**src/rtl/mpq_pkg.sv**
```systemverilog
`timescale 1ns / 1ps
// ----------------------------------------------------------------------------
// Multilevel priority FIFO package
// Sizes, register indexes, action and status codes, and channel payload types.
// ----------------------------------------------------------------------------
package mpq_pkg;

	localparam int MAX_LEVELS = 8;
	localparam int CAPACITY   = 16;

	localparam int ID_W      = 8;
	localparam int LEVEL_W   = 3;
	localparam int SLOT_W    = 4;
	localparam int CNT_W     = 5;
	localparam int LVL_CFG_W = 4;
	localparam int CAP_CFG_W = 5;
	localparam int STATUS_W  = 2;
	localparam int CFG_IDX_W = 2;
	localparam int CFG_DAT_W = 5;

	// configuration register indexes
	localparam logic [CFG_IDX_W-1:0] REG_LEVELS_IN_USE  = 2'd0;
	localparam logic [CFG_IDX_W-1:0] REG_CAPACITY_LIMIT = 2'd1;

	localparam logic [LVL_CFG_W-1:0] LEVELS_RESET   = 4'd8;
	localparam logic [CAP_CFG_W-1:0] CAPACITY_RESET = 5'd16;

	// actions
	localparam logic ACT_ENQUEUE = 1'b0;
	localparam logic ACT_DEQUEUE = 1'b1;

	// status codes
	localparam logic [STATUS_W-1:0] ST_OK    = 2'd0;
	localparam logic [STATUS_W-1:0] ST_EMPTY = 2'd1;
	localparam logic [STATUS_W-1:0] ST_FULL  = 2'd2;
	localparam logic [STATUS_W-1:0] ST_LEVEL = 2'd3;

	typedef struct packed {
		logic               action;
		logic [ID_W-1:0]    item_id;
		logic [LEVEL_W-1:0] level;
	} in_t;

	typedef struct packed {
		logic [ID_W-1:0]     served_id;
		logic [STATUS_W-1:0] status;
		logic [CNT_W-1:0]    waiting_total;
	} out_t;

endpackage

```
**src/rtl/multilevel_priority_fifo.sv**
```systemverilog
`timescale 1ns / 1ps
// ----------------------------------------------------------------------------
// Multilevel priority FIFO
// Strict-priority queue of ids over a shared linked slot pool with a free list.
// ----------------------------------------------------------------------------
// Pipeline: a transaction is held in the input register, its result in the result register.
// Throughput: one transaction per cycle while the result channel is not stalled;
//   the queue state is read and updated between the input register and the result register.
// Reset: asynchronous, active low. Clears all levels, chains the free list in
//   slot order and restores levels_in_use to 8 and capacity_limit to 16.
module multilevel_priority_fifo (
	input  logic                          clk,
	input  logic                          arst_n,
	input  logic                          in_valid,
	output logic                          in_ready,
	input  mpq_pkg::in_t                  in_data,
	output logic                          out_valid,
	input  logic                          out_ready,
	output mpq_pkg::out_t                 out_data,
	input  logic                          cfg_valid,
	output logic                          cfg_ready,
	input  logic [mpq_pkg::CFG_IDX_W-1:0] cfg_index,
	input  logic [mpq_pkg::CFG_DAT_W-1:0] cfg_data
);

	localparam int NL = mpq_pkg::MAX_LEVELS;
	localparam int NS = mpq_pkg::CAPACITY;

	// configuration
	logic [mpq_pkg::LVL_CFG_W-1:0] levels_q;
	logic [mpq_pkg::CAP_CFG_W-1:0] cap_q;

	// queue state
	logic [mpq_pkg::ID_W-1:0]    ids_q    [NS];
	logic [mpq_pkg::SLOT_W-1:0]  links_q  [NS];
	logic [mpq_pkg::SLOT_W-1:0]  heads_q  [NL];
	logic [mpq_pkg::SLOT_W-1:0]  tails_q  [NL];
	logic [mpq_pkg::CNT_W-1:0]   counts_q [NL];
	logic [mpq_pkg::SLOT_W-1:0]  free_head_q;
	logic [mpq_pkg::CNT_W-1:0]   total_q;

	// pipeline
	logic          valid_s1;
	mpq_pkg::in_t  item_s1;
	logic          out_valid_q;
	mpq_pkg::out_t out_q;

	logic advance;

	logic [mpq_pkg::LVL_CFG_W-1:0] eff_levels;
	logic [mpq_pkg::CAP_CFG_W-1:0] eff_cap;
	logic                          is_enq;
	logic                          lvl_bad;
	logic                          full;
	logic                          enq_ok;
	logic                          deq_ok;
	logic                          found;
	logic [mpq_pkg::LEVEL_W-1:0]   deq_lvl;
	logic [mpq_pkg::SLOT_W-1:0]    deq_slot;
	logic [mpq_pkg::SLOT_W-1:0]    link_rd;
	logic [mpq_pkg::LEVEL_W-1:0]   enq_lvl;
	mpq_pkg::out_t                 result;

	assign cfg_ready = 1'b1;
	assign advance   = valid_s1 && (!out_valid_q || out_ready);
	assign in_ready  = !valid_s1 || advance;
	assign out_valid = out_valid_q;
	assign out_data  = out_q;

	always_comb begin
		eff_levels = (levels_q > mpq_pkg::LVL_CFG_W'(NL)) ? mpq_pkg::LVL_CFG_W'(NL) : levels_q;
		eff_cap    = (cap_q > mpq_pkg::CAP_CFG_W'(NS)) ? mpq_pkg::CAP_CFG_W'(NS) : cap_q;
		is_enq     = (item_s1.action == mpq_pkg::ACT_ENQUEUE);
		enq_lvl    = item_s1.level;
		lvl_bad    = ({1'b0, enq_lvl} >= eff_levels);
		full       = (total_q >= eff_cap);
		enq_ok     = is_enq && !lvl_bad && !full;

		// lowest-numbered non-empty level in use
		found   = 1'b0;
		deq_lvl = '0;
		for (int i = NL - 1; i >= 0; i--) begin
			if ((counts_q[i] != '0) && (mpq_pkg::LVL_CFG_W'(i) < eff_levels)) begin
				found   = 1'b1;
				deq_lvl = mpq_pkg::LEVEL_W'(i);
			end
		end
		deq_ok   = !is_enq && found;
		deq_slot = heads_q[deq_lvl];
		link_rd  = links_q[is_enq ? free_head_q : deq_slot];

		result.served_id     = '0;
		result.status        = mpq_pkg::ST_OK;
		result.waiting_total = total_q;
		if (is_enq) begin
			if (lvl_bad) begin
				result.status = mpq_pkg::ST_LEVEL;
			end else if (full) begin
				result.status = mpq_pkg::ST_FULL;
			end else begin
				result.waiting_total = total_q + 1'b1;
			end
		end else begin
			if (found) begin
				result.served_id     = ids_q[deq_slot];
				result.waiting_total = total_q - 1'b1;
			end else begin
				result.status = mpq_pkg::ST_EMPTY;
			end
		end
	end

	// configuration registers
	always_ff @(posedge clk or negedge arst_n) begin
		if (!arst_n) begin
			levels_q <= mpq_pkg::LEVELS_RESET;
			cap_q    <= mpq_pkg::CAPACITY_RESET;
		end else if (cfg_valid && cfg_ready) begin
			case (cfg_index)
				mpq_pkg::REG_LEVELS_IN_USE:  levels_q <= cfg_data[mpq_pkg::LVL_CFG_W-1:0];
				mpq_pkg::REG_CAPACITY_LIMIT: cap_q    <= cfg_data[mpq_pkg::CAP_CFG_W-1:0];
				default: ;
			endcase
		end
	end

	// input register and result register
	always_ff @(posedge clk or negedge arst_n) begin
		if (!arst_n) begin
			valid_s1    <= 1'b0;
			out_valid_q <= 1'b0;
		end else begin
			if (in_ready) begin
				valid_s1 <= in_valid;
			end
			if (advance) begin
				out_valid_q <= 1'b1;
			end else if (out_ready) begin
				out_valid_q <= 1'b0;
			end
		end
	end

	always_ff @(posedge clk) begin
		if (in_valid && in_ready) begin
			item_s1 <= in_data;
		end
		if (advance) begin
			out_q <= result;
		end
	end

	// control state with reset values
	always_ff @(posedge clk or negedge arst_n) begin
		if (!arst_n) begin
			for (int i = 0; i < NS; i++) begin
				links_q[i] <= mpq_pkg::SLOT_W'((i + 1) % NS);
			end
			for (int i = 0; i < NL; i++) begin
				counts_q[i] <= '0;
			end
			free_head_q <= '0;
			total_q     <= '0;
		end else if (advance) begin
			if (enq_ok) begin
				free_head_q       <= link_rd;
				counts_q[enq_lvl] <= counts_q[enq_lvl] + 1'b1;
				total_q           <= total_q + 1'b1;
				if (counts_q[enq_lvl] != '0) begin
					links_q[tails_q[enq_lvl]] <= free_head_q;
				end
			end else if (deq_ok) begin
				counts_q[deq_lvl] <= counts_q[deq_lvl] - 1'b1;
				total_q           <= total_q - 1'b1;
				links_q[deq_slot] <= free_head_q;
				free_head_q       <= deq_slot;
			end
		end
	end

	// payload state, meaningful only once written
	always_ff @(posedge clk) begin
		if (advance) begin
			if (enq_ok) begin
				ids_q[free_head_q] <= item_s1.item_id;
				tails_q[enq_lvl]   <= free_head_q;
				if (counts_q[enq_lvl] == '0) begin
					heads_q[enq_lvl] <= free_head_q;
				end
			end else if (deq_ok) begin
				heads_q[deq_lvl] <= link_rd;
			end
		end
	end

endmodule

```
**config.mk**
```make
export PLATFORM = sky130hd
export DESIGN_NAME = multilevel_priority_fifo
export DESIGN_NICKNAME = d
export VERILOG_FILES = /design/src/rtl/mpq_pkg.sv /design/src/rtl/multilevel_priority_fifo.sv
export SDC_FILE = /design/constraint.sdc
export NUM_CORES = 1
export LEC_CHECK = 0
export ABC_CLOCK_PERIOD_IN_PS = 4700
export BUFFER_PORTS_ARGS = -buffer_cell sky130_fd_sc_hd__buf_2
export CAP_MARGIN = 25
export CORE_UTILIZATION = 30
export DETAILED_ROUTE_END_ITERATION = 12
export PLACE_DENSITY = 0.47
export SKIP_CTS_REPAIR_TIMING = 1
export SYNTH_ARGS = -nofsm -noshare
export SYNTH_HDL_FRONTEND = slang
export SYNTH_SLANG_ARGS = --single-unit
```
**constraint.sdc**
```tcl
create_clock -name clk -period 4.7 [get_ports clk]
set_clock_uncertainty 0.05 [all_clocks]
set_input_delay 0.47 -clock clk [delete_from_list [all_inputs] [get_ports clk]]
set_output_delay 0.47 -clock clk [all_outputs]
set_load 0.005 [all_outputs]
```
After elaboration in Yosys (flattened, before gate mapping)
Memories as Yosys holds them, arrays and structs flattened. A register that Yosys moved wholly into a read port is not among the register bits.
Cells that the tools add are included.
{ "word_totals": {"mem_bits_rw": 192, "out_inout_bits": 18, "n_memories": 3, "in_bits": 24, "romBits": 0, "wordCells": 187, "latchBits": 0, "ff_bits": 143} }
{ "classes": {"n_reduce_logical": 43, "multipliers": 0, "eq_ne": 2, "n_shift": 0, "bitwise": 6, "n_lt_le_gt_ge": 21, "div_mod_pow": 0, "n_addsub": 4, "mux": 73} }
{ "memory_table": {"columns": ["name", "depth", "word_bits", "read_ports", "rd_ports_with_merged_regs", "write_ports", "line", "text"], "rows": [
  ["ids_q", 16, 8, 1, 1, 1, "multilevel_priority_fifo.sv:34", "logic [mpq_pkg::ID_W-1:0] ids_q [NS];"],
  ["heads_q", 8, 4, 1, 0, 1, "multilevel_priority_fifo.sv:36", "logic [mpq_pkg::SLOT_W-1:0] heads_q [NL];"],
  ["tails_q", 8, 4, 1, 1, 1, "multilevel_priority_fifo.sv:37", "logic [mpq_pkg::SLOT_W-1:0] tails_q [NL];"]
]} }
{ "op_table": {"columns": ["cell", "count"], "rows": [
  ["$mux W64", 3],
  ["$bwmux W64", 2],
  ["$bwmux W40", 2],
  ["$mux W40", 2],
  ["$mux W5", 12],
  ["$reduce_bool A5 Y1", 9],
  ["$mux W4", 9],
  ["$demux W4 S4", 2],
  ["$bmux W5 S3", 2],
  ["$demux W5 S3", 2],
  ["$mux W3", 10],
  ["$mux W1", 23],
  ["$logic_and A1 B1 Y1", 17],
  ["$bmux W4 S4", 1],
  ["$lt A3 B4 Y1 const A", 4],
  ["$ge A5 B5 Y1 const B", 3],
  ["$not A4 Y5", 3],
  ["$add A5 B1 Y5 const B", 2],
  ["$lt A5 B1 Y1 const B", 2],
  ["$sub A5 B1 Y5 const B", 2],
  ["$ge A4 B4 Y1 const B", 2],
  ["$lt A1 B4 Y1 const A", 2],
  ["$lt A2 B4 Y1 const A", 2],
  ["$lt A4 B1 Y1 const B", 2],
  ["18 further kinds", 29]
]} }

Depth between registers and ports, before layout
An unclocked memory read counts as a cell.
{ "logic_depth": {"ltp_word": 21, "ltp_mapped": 18, "depth_no_buf": 14} }

Worst setup path after synthesis
No wires, ideal clock.
{ "synth_path": {"kind": "reg-to-reg", "from": "register item_s1 (netlist bit enq_lvl[1])", "to": "memory heads_q[4][0] (netlist bit), enable pin", "required_ns": 4.283, "n_path_buf": 2, "path_slack_ns": 0.916, "path_stages_with_launch": 12, "setup_time_ns": 0.367, "t_arrival_ns": 3.367, "cell_sequence": "edfxtp_1 -> clkbuf_1 -> clkbuf_1 -> mux2i_1 -> a21oi_1 -> a221oi_1 -> ha_1 -> inv_1 -> nor3_1 -> a21oi_1 -> nand2b_1 -> nor3b_1"} }
{ "synth_via": {"elab_chain_len": 10, "word_cells_on_any_way": 19} }
{ "synth_rtl": {"columns": ["element", "line", "text"], "rows": [
  ["start, declared", "multilevel_priority_fifo.sv:44", "mpq_pkg::in_t item_s1;"],
  ["start signal, assigned", "multilevel_priority_fifo.sv:146", "item_s1 <= in_data;"],
  ["$not A3 Y4 (not written as such)", "multilevel_priority_fifo.sv:187", "if (counts_q[enq_lvl] == '0) begin"],
  ["$bmux W5 S3", "multilevel_priority_fifo.sv:187", null],
  ["$mux W5 (not written as such) (2 in series)", "multilevel_priority_fifo.sv:187", null],
  ["$logic_not A5 Y1", "multilevel_priority_fifo.sv:187", null],
  ["$mux W1", "multilevel_priority_fifo.sv:187", null],
  ["$mux W1", "multilevel_priority_fifo.sv:184", "if (enq_ok) begin"],
  ["$mux W1", "multilevel_priority_fifo.sv:183", "if (advance) begin"],
  ["$mux W1 (not written as such)", "multilevel_priority_fifo.sv:188", "heads_q[enq_lvl] <= free_head_q;"],
  ["$mux W1 (no line)", null, null],
  ["end, declared", "multilevel_priority_fifo.sv:36", null]
]} }
Several ways; a longest one is shown, not always the timed one. The select of a mux whose other input is x is not followed.

Worst setup path after layout
{ "layout_path": {"from": "register counts_q[0] (netlist bit)", "to": "register links_q[8] (netlist bit)"} }
{ "layout_via": {"elab_chain_len": 19, "word_cells_on_any_way": 36} }
{ "layout_rtl": {"columns": ["element", "line", "text"], "rows": [
  ["start, declared", "multilevel_priority_fifo.sv:38", "logic [mpq_pkg::CNT_W-1:0] counts_q [NL];"],
  ["start signal, assigned by index", "multilevel_priority_fifo.sv:167", "counts_q[enq_lvl] <= counts_q[enq_lvl] + 1'b1;"],
  ["start signal, assigned by index", "multilevel_priority_fifo.sv:173", "counts_q[deq_lvl] <= counts_q[deq_lvl] - 1'b1;"],
  ["$reduce_bool A5 Y1", "multilevel_priority_fifo.sv:83", "if ((counts_q[i] != '0) && (mpq_pkg::LVL_CFG_W'(i) < eff_levels)) begin"],
  ["$logic_and A1 B1 Y1", "multilevel_priority_fifo.sv:83", null],
  ["$mux W3 (8 in series)", "multilevel_priority_fifo.sv:83", null],
  ["$mem_v2 Z8 W4", null, null],
  ["$not A4 Y5 (not written as such)", "multilevel_priority_fifo.sv:175", "links_q[deq_slot] <= free_head_q;"],
  ["$ge A5 B5 Y1 (not written as such) / $lt A5 B1 Y1 (equally long branches)", "multilevel_priority_fifo.sv:175", null],
  ["$logic_and A1 B1 Y1 (not written as such)", "multilevel_priority_fifo.sv:175", null],
  ["$mux W4 (not written as such)", "multilevel_priority_fifo.sv:175", null],
  ["$demux W4 S4", "multilevel_priority_fifo.sv:175", null],
  ["$bwmux W64", "multilevel_priority_fifo.sv:175", null],
  ["$mux W64", "multilevel_priority_fifo.sv:172", "end else if (deq_ok) begin"],
  ["$mux W64", "multilevel_priority_fifo.sv:165", "if (enq_ok) begin"],
  ["end signal, assigned by index", "multilevel_priority_fifo.sv:157", "links_q[i] <= mpq_pkg::SLOT_W'((i + 1) % NS);"],
  ["end signal, assigned by index", "multilevel_priority_fifo.sv:170", "links_q[tails_q[enq_lvl]] <= free_head_q;"],
  ["end signal, assigned by index", "multilevel_priority_fifo.sv:175", null],
  ["end, declared", "multilevel_priority_fifo.sv:35", "logic [mpq_pkg::SLOT_W-1:0] links_q [NS];"]
]} }
Several ways; a longest one is shown, not always the timed one. The select of a mux whose other input is x is not followed.
A chain may end at the register's enable or synchronous reset.

==> impl_results.md <==
* LEAKAGE at 7.05 nW
* FF/Latch Area at 9780 µm²
* Die area at 55500 µm²
* Area Growth Syn to Fin at 16.8%
* Minimum clock period after layout at around 4.4 ns
* Psw at ~4.6 mW
* Slowest cell on crit path: or4_1
* Length of the first detailed-routing pass in iterations at 6
* Largest family of logic cells by synthesized area: compound AO/OA/AOI/OAI gates
* Critical path startpoint category: register
* Total CTS buffers at 40
* Final Cycle Share at roughly 94%
* Total clock sinks at 346
* TritonCTS clock tree: done
* Synth Area in Adders at 0.993%
* Family with the most delay on the worst path: simple AND/OR/NAND/NOR gates
* Share of cells above drive strength 1 at about 24%
* Critical path class: reg -> reg
* Initial DRC Count at around 850
* Fin. Hold Viols at 0
* Top cell type by total area after synthesis: edfxtp_1
* Combinational group share of total power at 38.9%
* ANT nets after route at 0
* Crit-path max cell delay at slightly below 0.6 ns
* Clk_lat worst skew at a little under 0.6 ns
* Max Cap Viol at 0
* Slew Limit Fails at 0
* Initial Utilization at 30.4%
* Worst setup margin at 0.259 ns
* RSZ-0062 raised after global routing: no
* Total power at 12.4 mW
* Largest net degree at the start of global routing at 85
* Post-synthesis sequential area ratio at 59.7%
* CTS H-tree lvls at 2
* Synth warn at 0
* Pre-CTS setup slack at 0.190 ns
* Number of global-route vias before repair at between 10000 and 15000
* Post-synthesis mux area share at 12.4%
* Mapped Avg Cell Area at 12.8 µm²
* Initial antenna violation count at 0
* Drt via density at 5.33
* Placed cell count at about 2000
* Antenna cells at 0
* Synth Area in Compound Gates at 13.1%
* Vert. Die Dim at ~240 µm
* Fmax at 0.225 GHz
* Post-synthesis instance area at ~16000 µm²
* Worst endpoint required time at ~5.1 ns
* First-pass GRT wire length at 71900 µm
* Clock root cell: clkbuf_16
* Slew headroom at between 20% and 30%
* Final Net Count at around 1400
* Rows at 85
* Fillcell total at 5200
* Seq pwr share at 36.0%
* Final setup viols at 0
* Worst vdd rail ir drop at 279 µV
* Port buffer count at 40
* Synth Register Bits at 346
* Number of synthesized flops with an enable pin at between 200 and 250
* Final GP Congestion at between 0.9 and 1
* Via count at 11200
* Unique cell type count in the Yosys netlist at 70
* Area share of the largest cell type after synthesis at 40.2%
* Clock power frac at 25.1%
* Drt wl/cell at 22.4 µm
* Hpwl dp at 32400 µm
* I/O Pins at 42
* Crit-path cells: or4_1 > o21ai_2 > nand2_1 > o31ai_2 > a222oi_1 > mux2i_4 > buf_4 > nand2_1 > inv_1 > a22oi_1 > nor2_1 > mux2_2
* Clk slew on worst S/H paths at 0.06 ns
* TNS Setup at 0 ns
* Area contributors post-synth: edfxtp_1, dfrtp_1, dfstp_2
* GRT overflow at 0
* Layout Cells excl Fill at 2105
* Internal at roughly 8 mW
* Crit-path max FO at 39
* WP buf/inv at 2
* Most frequent cell after synthesis: edfxtp_1
* Post-Syn Nets at 1321
* Post-synth top flop: edfxtp_1
* Worst-Margin Slew at 1.09 ns
* Post-Synth Simple-Gate Area at about a tenth
* Util after Layout at ~35%
* Placed cell area at 17800 µm²
* Hold Path Class: in -> reg
* Die width at 236 µm
* Multi-input gate area at 6220 µm²
* Async set-or-reset flop fraction in the synthesized netlist at 35.8%
* Post-synthesis cell count at roughly 1300
* Sw Ratio at 37.4%
* Worst path arrival time at 4.84 ns
* CP most frequent cell: nand2_1
* Total GRT Usage at 17.1%
* Final std cell area, no fill at 19100 µm²
* Total Wirelength at 47200 µm
* PD cells at 650 nW/µm²
* Fin Hold WS at 0.0230 ns
* Most frequent cells after synthesis: edfxtp_1, nand2_1, nor2_1
* Xor/xnor share of the synthesized area at 0.802%
* Crit path capture type: register
* Outcome: finished clean
* Core Footprint at 53900 µm²
* Max clock buf depth at 3
* DRC Markers at 0
[power by group through the flow]
| stage | clock [mW] | combinational [mW] | sequential (mW) |
|---|---|---|---|
| 6_report | 3.12 | 4.84 | 4.48 |
| 5_1_grt | 3.33 | 5.25 | 4.55 |
| 4_1_cts | 3.20 | 4.81 | 4.47 |
| 3_5_place_dp | 0 | 4.79 | 4.53 |
| 3_3_place_gp | 0 | 4.78 | 4.53 |
| 2_1_floorplan | 0 | 3.31 | 4.35 |
[worst register-to-register path, stage by stage (launching register included)]
cell and delay (ns):
dfrtp_1 0.42, or4_1 0.59, o21ai_2 0.21, nand2_1 0.32, o31ai_2 0.57, a222oi_1 0.21
mux2i_4 0.22, buf_4 0.47, nand2_1 0.21, inv_1 0.11, a22oi_1 0.06, nor2_1 0.47
mux2_2 0.40
[layer usage]
| metal | vias to the layer above | global-route usage, % | wire (µm) |
|---|---|---|---|
| met5 | - | 0.866 | 66 |
| met4 | 2 | 4.67 | 988 |
| met3 | 68 | 4.07 | 2940 |
| met2 | 363 | 25.1 | 20400 |
| met1 | 5652 | 25.0 | 22800 |
| li1 | 5134 | - | - |
[layout make-up]
| class | instances | share of cell area (%) |
|---|---|---|
| sequential | 346 | 51.1 |
| multi-input combinational | 847 | 32.5 |
| clock buffer | 57 | 5.94 |
| timing repair buffer | 125 | 4.58 |
| tap | 696 | 4.55 |
| clock inverter | 14 | 0.922 |
| inverter | 20 | 0.392 |
[sequential cells by signal (all words and copies together) (netlist names), named ones only]
name and count:
cap_q 5, counts_q 40, enq_lvl 3, free_head_q 4, heads_q 32, ids_q 128, item_s1 9, levels_q 4
links_q 64, out_data 15, out_valid 1, tails_q 32, total_q 5, valid_s1 1
[cells in the final DEF, fill, tap and decap left out, drive strengths merged, types with 30 or more instances in the layout]
cell,n
nand2,94
mux2,79
a21oi,54
a22oi,30
dfstp,34
edfxtp,219
dfrtp,90
nor2b,38
a211oi,70
a22o,30
clkbuf,57
o21ai,40
nor2,94
buf,124
mux2i,64
o22ai,37
[path summary, 6_finish.rpt]
path,startpoint,end,slack (ns),depth (start not counted)
worst max register to register,counts_q[0],links_q[8],0.26,12
max in group asynchronous,arst_n,links_q[37],3.07,3
worst min-delay path,in_data[11],item_s1[11],0.02,1
worst min register to register,valid_s1,out_valid,0.45,1
worst max-delay path,counts_q[0],links_q[8],0.26,12
min in group asynchronous,arst_n,links_q[34],0.46,2
[logic make-up (layout without fill, tap and decap cells)]
family / count (synthesis) / after routing
xor gates and xnor gates: 15 / 15
muxes: 165 / 165
adders and majority gates: 13 / 13
AOI/OAI and AO/OA: 307 / 307
other: 1 / 1
and+or+nand+nor: 346 / 346
buffers and inverters: 91 / 216
DFF: 346 / 346
Power figures use the tool's default switching activity.
